### src/rtl/mpb_divider.sv
// Pipelined restoring divider: one quotient bit per stage, MSB first.
// All lanes share one divisor. The quotient must fit in Q_BITS bits, that is
// the dividend must be below the divisor shifted up by Q_BITS.
module mpb_divider #(
  parameter int LANES  = 1,
  parameter int NUM_W  = 32,
  parameter int DEN_W  = 16,
  parameter int Q_BITS = 16,
  parameter int SIDE_W = 1
) (
  input  logic                         clk,
  input  logic                         rst,
  input  logic                         in_valid,
  input  logic [LANES-1:0][NUM_W-1:0]  in_num,
  input  logic [DEN_W-1:0]             in_den,
  input  logic [SIDE_W-1:0]            in_side,
  output logic                         out_valid,
  output logic [LANES-1:0][Q_BITS-1:0] out_quot,
  output logic [SIDE_W-1:0]            out_side
);

  localparam int CW = (NUM_W > DEN_W + Q_BITS) ? NUM_W : DEN_W + Q_BITS;

  logic                         vld  [Q_BITS+1];
  logic [LANES-1:0][Q_BITS-1:0] quo  [Q_BITS+1];
  logic [SIDE_W-1:0]            side [Q_BITS+1];
  logic [LANES-1:0][NUM_W-1:0]  rem  [Q_BITS];
  logic [DEN_W-1:0]             den  [Q_BITS];

  assign vld[0]  = in_valid;
  assign quo[0]  = '0;
  assign side[0] = in_side;
  assign rem[0]  = in_num;
  assign den[0]  = in_den;

  for (genvar s = 0; s < Q_BITS; s++) begin : g_stage
    localparam int BIT = Q_BITS - 1 - s;

    logic [CW-1:0]                step;
    logic [LANES-1:0][NUM_W-1:0]  rem_next;
    logic [LANES-1:0][Q_BITS-1:0] quo_next;

    assign step = CW'(den[s]) << BIT;

    always_comb begin
      for (int l = 0; l < LANES; l++) begin
        if (CW'(rem[s][l]) >= step) begin
          rem_next[l] = NUM_W'(CW'(rem[s][l]) - step);
          quo_next[l] = (quo[s][l] << 1) | Q_BITS'(1);
        end else begin
          rem_next[l] = rem[s][l];
          quo_next[l] = quo[s][l] << 1;
        end
      end
    end

    always_ff @(posedge clk) begin
      if (rst) begin
        vld[s+1] <= 1'b0;
      end else begin
        vld[s+1] <= vld[s];
      end
    end

    always_ff @(posedge clk) begin
      quo[s+1]  <= quo_next;
      side[s+1] <= side[s];
    end

    // The last stage only needs the quotient bit, not the remainder.
    if (BIT > 0) begin : g_carry
      always_ff @(posedge clk) begin
        rem[s+1] <= rem_next;
        den[s+1] <= den[s];
      end
    end
  end

  assign out_valid = vld[Q_BITS];
  assign out_quot  = quo[Q_BITS];
  assign out_side  = side[Q_BITS];

endmodule

### config.mk
export PLATFORM = sky130hd
export DESIGN_NAME = mpb_divider
export DESIGN_NICKNAME = d
export VERILOG_FILES = /design/src/rtl/mpb_divider.sv
export SDC_FILE = /design/constraint.sdc
export NUM_CORES = 1
export LEC_CHECK = 0
export BUFFER_PORTS_ARGS = -buffer_cell sky130_fd_sc_hd__buf_2
export CAP_MARGIN = 20
export CORE_ASPECT_RATIO = 1.75
export CORE_MARGIN = 2
export CORE_UTILIZATION = 50
export CTS_BUF_LIST = sky130_fd_sc_hd__clkbuf_8
export DETAILED_ROUTE_END_ITERATION = 7
export HOLD_SLACK_MARGIN = 0.12
export PLACE_DENSITY = 0.66
export SYNTH_ARGS = -nofsm -noshare
export SYNTH_HDL_FRONTEND = slang
export SYNTH_SLANG_ARGS = --single-unit
export TNS_END_PERCENT = 5
### constraint.sdc
create_clock -name clk -period 9.35 [get_ports clk]
set_clock_uncertainty 0.15 [all_clocks]
set_input_delay 0.935 -clock clk [delete_from_list [all_inputs] [get_ports clk]]
set_output_delay 0.935 -clock clk [all_outputs]
set_load 0.02 [all_outputs]
==> results.md, run 1 <==
* Routed via count at 25558
* Initial Util at 50.59%
* Die width at 206.4 µm
* Cell count after synthesis at 3645
* Post_cts resized at 0
* IO Count at 70
* H-tree Lvls at 4
* YS warnings at 0
* Crit-path max FO at 21
* # Max-Cap Violations at 0
* CP peak stage delay at 910 ps
* Die span in y at 358.2 µm
* Post-DP HPWL at 58730 µm
* CP max-delay cell: a22oi_2
* Setup Viol. Count Final at 0
* Layout area overhead at 11.99%
* Top cell type by total area after synthesis: dfxtp_1
* Placer Congestion at 0.9228
* Status: finished clean
* Number of enable flip-flop cells after synthesis at 0
* Power per cell area at 340.6 nW/µm²
* Share of cells above drive strength 1 at 9.272%
* P_leak at 0.01774 µW
* Final hold viol count at 0
* Clock buffer depth at 3
* Required @ worst endpoint at 9850 ps
* Largest net degree at the start of global routing at 40
* Reg2reg start: rem[165]$_DFF_P_
* Dpl ws at 4910 ps
* Peak supply drop at 0.1371 mV
* Placed cell areas at 37210 µm²
* Fmax at 233.6 MHz
* TNS Setup at 0 ps
* R2R Setup Slk at 5360 ps
* Pre-Repair DR Iteration Count at 5
* Yosys reg bits at 888
* Period utilisation layout at 45.79%
* Gr usage total at 20.93%
* Clock transition at the registers of the reported paths at 60 ps
* Share of the synthesized area in the top cell type at 49.60%
* Initial detailed-routing violation count at 820
* Post-Syn Area at 35840 µm²
* Post-CTS setup buffer count at 0
* Worst Max-Slew Pin Slew at 1120 ps
* Setup crit end kind: flop
* Vias in the first global route at 26825
* Dominant synthesized flop cell: dfxtp_1
* Final Instance Area at 40140 µm²
* Routed vias/inst at 5.276
* Clock Sinks at 888
* Core Rows at 129
* CP Cell Sequence: dlygate4sd3_1 > buf_2 > ha_1 > nor4b_1 > nand4_1 > a2111oi_0 > o21bai_1 > a22oi_2 > mux2_2
* Rel. slew slack at 25.31%
* Arrival @ worst endpoint at 4780 ps
* TritonCTS Buffers at 130
* Die area at 73930 µm²
* Seq/Total Area, Yosys at 49.60%
* Startpoint Class: primary input
* CP Class: primary input to flop
* Post-synthesis cell type count at 91
* DRC at 0
* Worst Setup SP: in_den[0]
* Core area at 70860 µm²
* Initial antenna violation count at 1
* Synth area leaders: dfxtp_1 50%, ha_1 8.9%, xnor2_1 3.7%
* Detail Route Antenna Nets at 0
* Hold Path Origin: quo[51]$_DFF_P_
* Root Buffer: clkbuf_8
* Post-layout minimum cycle time at 4281 ps
* I/O Buffers at 69
* Post-synth ARST share at 0%
* Total Nets Final at 4158
* CTS tree: done
* Drt total wl at 75850 µm
* RSZ-0062 raised after global routing: false
* Slew Viols, Final at 0
* Setup ws final at 5069 ps
* Hold WC Path Type: flop to flop
* Wire length per cell at 15.66 µm
* Worst skew pair latency at 770 ps
* First-pass GRT wire length at 121800 µm
* Syn avg cell area at 9.834 µm²
* Post-CTS Hold Fix Bufs at 32
* GR Overflow Total at 0
* Syn nets at 3968
[per-stage QoR]
| stage | hold WS, ps | utilization [%] | instances | total power [µW] |
|---|---|---|---|---|
| floorplan | 159.6 | - | 3645 | 9377 |
| global placement | 160.4 | 52.50 | 4586 | 10550 |
| detailed placement | 162.1 | 52.51 | 4587 | 10660 |
| CTS | 158.5 | 56.64 | 4842 | 13790 |
| global route | 172.1 | 56.65 | 4844 | 14700 |
| finish | 164.5 | 56.65 | 4844 | 13670 |
[worst max-delay path: cells and delay by family]
| family | cells | cell delay (ps) |
|---|---|---|
| AND/OR/NAND/NOR | 2 | 550 |
| AO/OA/AOI/OAI | 3 | 1880 |
| buffers and inverters | 2 | 660 |
| multiplexers | 1 | 420 |
| adder cells (fa/ha/maj) | 1 | 320 |
[logic make-up after synthesis]
family                     share of synthesized area (%)
AOI/OAI and AO/OA                                  14.09
xor gates and xnor gates                           6.988
adders and majority gates                          9.774
buffers and inverters                              4.332
DFF                                                49.60
muxes                                              1.888
and+or+nand+nor                                    13.33
[cell usage after synthesis, types with 16 or more instances]
cell type and count:
o21a_1 51, nand2b_1 44, nor3_1 78, or3_1 33, o21bai_1 17, mux2_2 48
o31ai_1 26, o21ai_0 207, nor2b_1 58, ha_1 256, dfxtp_1 888, nand4_1 39
o31a_1 18, a211oi_1 31, nor4_1 48, a21o_1 67, nand3_1 52, o211ai_1 23
xor2_1 133, nor2_1 235, a31oi_1 19, a21oi_1 222, clkbuf_1 40, nor4b_1 16
xnor2_1 153, nand2_1 245, inv_1 334
[path summary, 6_finish.rpt]
check / endpoint / depth (start not counted)
max: rem[474]$_DFF_P_ / 9
min: quo[36]$_DFF_P_ / 0
max reg2reg: rem[155]$_DFF_P_ / 12
min reg2reg: quo[36]$_DFF_P_ / 0
[area by class of cell]
cell class,instances,area (µm²)
diodes,1,2.502
well taps,917,1147
fillers,6291,30710
clock inverters,64,420.4
inverters,335,1257
multi-input cells,2360,16550
clock buffers,159,2188
flip-flops and latches,888,17780
repair buffers,120,802.0
[cell usage in the layout, fill, tap and decap left out, types with 10 or more instances in the layout]
cell and instances:
dfxtp_1 888, inv_1 368, ha_1 256, nand2_1 245
nor2_1 235, a21oi_1 222, o21ai_0 207, clkbuf_8 159
xnor2_1 153, xor2_1 133, nor3_1 78, buf_2 70
a21o_1 67, nor2b_1 58, nand3_1 52, o21a_1 51
nor4_1 48, mux2_2 48, nand2b_1 44, nand4_1 39
or3_1 33, dlygate4sd3_1 32, a211oi_1 30, o31ai_1 26
o211ai_1 23, a31oi_1 19, o31a_1 18, o21bai_1 17
buf_4 17, nor4b_1 16, and3_1 15, a2111oi_0 15
fa_1 15, clkinv_2 14, o2111ai_1 12, or2_2 11
nand4b_1 10, a21boi_0 10, and2_1 10, nor3b_1 10
[sequential cells by signal, indices dropped and copies added (netlist names)]
signal     flops
rem          480
den          240
vld           15
out_side       1
quo          120
out_valid      1
out_quot      16
side          15
[report_power, final]
group	switching [µW]	internal [µW]
sequential	571	4800
combinational	2900	2340
clock	1470	1590
total	4940	8730
[metal layers]
metal,vias up,global-route usage (%),wire length (µm)
met5,-,0,0
met1,11781,14.00,22070
met4,0,16.40,5525
li1,13030,-,-
met3,284,3.236,1957
met2,463,46.25,46300
Power figures use the tool's default switching activity.
==> inputs of run 2 (changes only) <==
ABC_AREA = 1   (was unset)
clock period = 4 ns   (was 9.35 ns; I/O delays follow)
==> run 2 against run 1 <==
Die area is 23% higher. Synthesized cell count rose by 76%. Sequential cell count unchanged. Sequential power up 150%. Sequential share of layout area is 8.4 points lower. First-iteration DRC count grew 130%. Hold slack improved by 4.1 ps. Power increased to 3.0 times the previous value. Clock-buffer cell count did not move. Largest power group is now combinational logic.
==> results.md, run 2 <==
* WHS at 168.5 ps (+4.072 ps)
* Detail Route Antenna Nets at 0 (unchanged)
* Gr usage total at 36.40% (+15 points)
* I/O Buffers at 69 (unchanged)
* Regs by FF count: rem: 480 flops, den: 240 flops, quo: 120 flops
* Yosys reg bits at 888 (unchanged)
* Startpoint Class: flop
* Total Nets Final at 6984 (+68%)
* YS warnings at 0 (unchanged)
* Share of the synthesized area in the top cell type at 40.16% (-9.4 points)
* Setup ws final at 546.3 ps (-4523 ps)
* Clock buffer depth at 3 (unchanged)
* Synth Area in XOR/XNOR at 2.889% (-4.1 points)
* Peak supply drop at 0.4707 mV (+240%)
* Layout area overhead at 11.85%
* Post-layout minimum cycle time at 3454 ps
* Rel. slew slack at 24.78% (-0.52 points)
* # Max-Cap Violations at 0 (unchanged)
* Post-Syn Area at 44260 µm² (+23%)
* Worst Max-Slew Pin Slew at 1128 ps (+7.867 ps)
* Hold WC Path Type: flop to flop
* Number of enable flip-flop cells after synthesis at 0 (unchanged)
* Post-synth ARST share at 0% (unchanged)
* Routed vias/inst at 5.122 (-2.9%)
* Filler Cells Inserted at 8735 (+39%)
* Simple-Gate Fraction of Synth Area at 33.14% (+20 points)
* Pre-Repair DR Iteration Count at 7 (+2)
* Arrival @ worst endpoint at 4100 ps (-680 ps)
* Tot Pwr at 41090 µW (+200%)
* RSZ-0062 raised after global routing: false
* Vias in the first global route at 41398 (+54%)
* Die span in y at 397.6 µm (+11%)
* Syn avg cell area at 6.917 µm² (-30%)
* Post-synth top cells: 2289 x nand2_1, 1073 x inv_1, 888 x dfxtp_1, 537 x nor2_1, 378 x nand3_1
* Main combinational cell family by area after synthesis: simple AND/OR/NAND/NOR gates
* Power per cell area at 829.9 nW/µm² (+140%)
* Wire length per cell at 20.97 µm (+34%)
* Largest net degree at the start of global routing at 29 (-28%)
* Biggest register: rem
* TritonCTS Buffers at 132 (+1.5%)
* Most frequent cells in the layout: 2289 x nand2_1, 1097 x inv_1, 888 x dfxtp_1
* Most common cell after layout, fill and taps aside: nand2_1
* Clock transition at the registers of the reported paths at 70 ps (about the same)
* Post-CTS setup buffer count at 0 (unchanged)
* Required @ worst endpoint at 4650 ps (-5200 ps)
* Initial antenna violation count at 6 (+5)
* Post-synthesis mux area share at 0% (-1.9 points)
* Initial Util at 50.34% (-0.25 points)
* DRC at 0 (unchanged)
* Crit-path max FO at 5 (-76%)
* Initial detailed-routing violation count at 1916 (+130%)
* Setup crit end kind: flop
* GR Overflow Total at 0 (unchanged)
* Placer Congestion at 1.009 (+9.3%)
* Dominant synthesized flop cell: dfxtp_1
* Drt total wl at 166300 µm (+120%)
* TNS Setup at 0 ps (unchanged)
* Core Rows at 144 (+12%)
* Clock Sinks at 888 (unchanged)
* Seq/Total Area, Yosys at 40.16% (-9.4 points)
* Slew Viols, Final at 0 (unchanged)
* Share of cells above drive strength 1 at 7.150% (-2.1 points)
* Syn nets at 6722 (+69%)
* Root Buffer: clkbuf_8
* P_leak at 0.02620 µW (+48%)
* Post-synthesis cell type count at 50 (-45%)
* Worst skew pair latency at 860 ps (+90 ps)
* Status: finished clean
* IO Count at 70 (unchanged)
* Reg area at 17780 µm² (unchanged)
* Multi-input gate area at 21870 µm² (+32%)
* Routed via count at 40627 (+59%)
* Adder-cell share of the synthesized area at 7.915% (-1.9 points)
* Setup Viol. Count Final at 0 (unchanged)
* Post-layout util at 56.31% (-0.35 points)
* Top cell type by total area after synthesis: dfxtp_1
* Final hold viol count at 0 (unchanged)
* Max reg flops at 480 (unchanged)
* Dpl ws at 930.3 ps (-3980 ps)
* H-tree Lvls at 4 (unchanged)
* CP Class: flop to flop
* Cell count after synthesis at 6399 (+76%)
* Synth area leaders: dfxtp_1 40%, nand2_1 19%, inv_1 9.1%
* Post-DP HPWL at 135400 µm (+130%)
* First-pass GRT wire length at 240700 µm (+98%)
* Core area at 87920 µm² (+24%)
* Fmax at 289.5 MHz
* Count leader, synth: nand2_1
* CTS tree: done
* Post-synthesis compound-gate area fraction at 5.473% (-8.6 points)
* Die area at 91010 µm² (+23%)
* Die width at 228.9 µm (+11%)
* Period utilisation layout at 86.34%
## run 2: cell count changes after synthesis, moves of 55 or more
cell,previous run,this run
nor2b_1,58,0
nor2_1,235,537
xnor2_1,153,21
nand4_1,39,94
inv_1,334,1073
a21o_1,67,6
o21ai_0,207,80
nand2_1,245,2289
nand3_1,52,378
a21oi_2,2,63
## run 2: final timing paths
path,from,to,slack (ps),cells past startpoint
max,den[47]$_DFF_P_,rem[61]$_DFF_P_,550,10
min,quo[240]$_DFF_P_,quo[225]$_DFF_P_,170,0
max reg2reg,den[47]$_DFF_P_,rem[61]$_DFF_P_,550,10
min reg2reg,quo[240]$_DFF_P_,quo[225]$_DFF_P_,170,0
## run 2: layer usage
| metal | vias up | GRT usage, % | routed length [µm] |
|---|---|---|---|
| met3 | 750 | 7.834 | 7640 |
| met1 | 18438 | 25.70 | 45690 |
| met2 | 1217 | 71.69 | 90090 |
| met4 | 2 | 42.63 | 22910 |
| li1 | 20220 | - | - |
| met5 | - | 0 | 11 |
## run 2: critical path, cell delays in order, from the launching register on
cell and delay, ps:
dfxtp_1 330, inv_1 40, ha_1 740, nand2_1 620, nor2_1 410, nand2_1 470
nor2_1 220, nand2_1 90, nand2_1 100, nand2_1 60, a21oi_2 110
## run 2: layout make-up
type,count,area share (%)
well taps,1168,2.952
diodes,9,0.04549
flip-flops and latches,888,35.91
repair buffers,182,2.901
multi-input cells,4355,44.18
clock inverters,69,1.223
inverters,1102,8.371
clock buffers,159,4.420
## run 2: timing repair
item / 4_1_cts / 5_1_grt
hold endpoints to repair: 65 / 0
resized for setup: 0 / 0
hold buffers: 94 / 0
## run 2: power breakdown
| part | internal (µW) | switching (µW) |
|---|---|---|
| Sequential | 11300 | 2120 |
| Clock | 4170 | 3660 |
| Combinational | 6160 | 13700 |
## run 2: kinds of logic after synthesis
kind of cell               after synthesis
adders and majority gates              271
xor gates and xnor gates               146
buffers and inverters                 1156
AOI/OAI and AO/OA                      414
DFF                                    888
and+or+nand+nor                       3524
## run 2: per-stage QoR
stage | std cells | instance area [µm²]
final | 7932 | 49510
after global routing | 7931 | 49500
after CTS | 7920 | 49450
after detailed placement | 7598 | 45720
after global placement | 7597 | 45710
after floorplan | 6399 | 44260
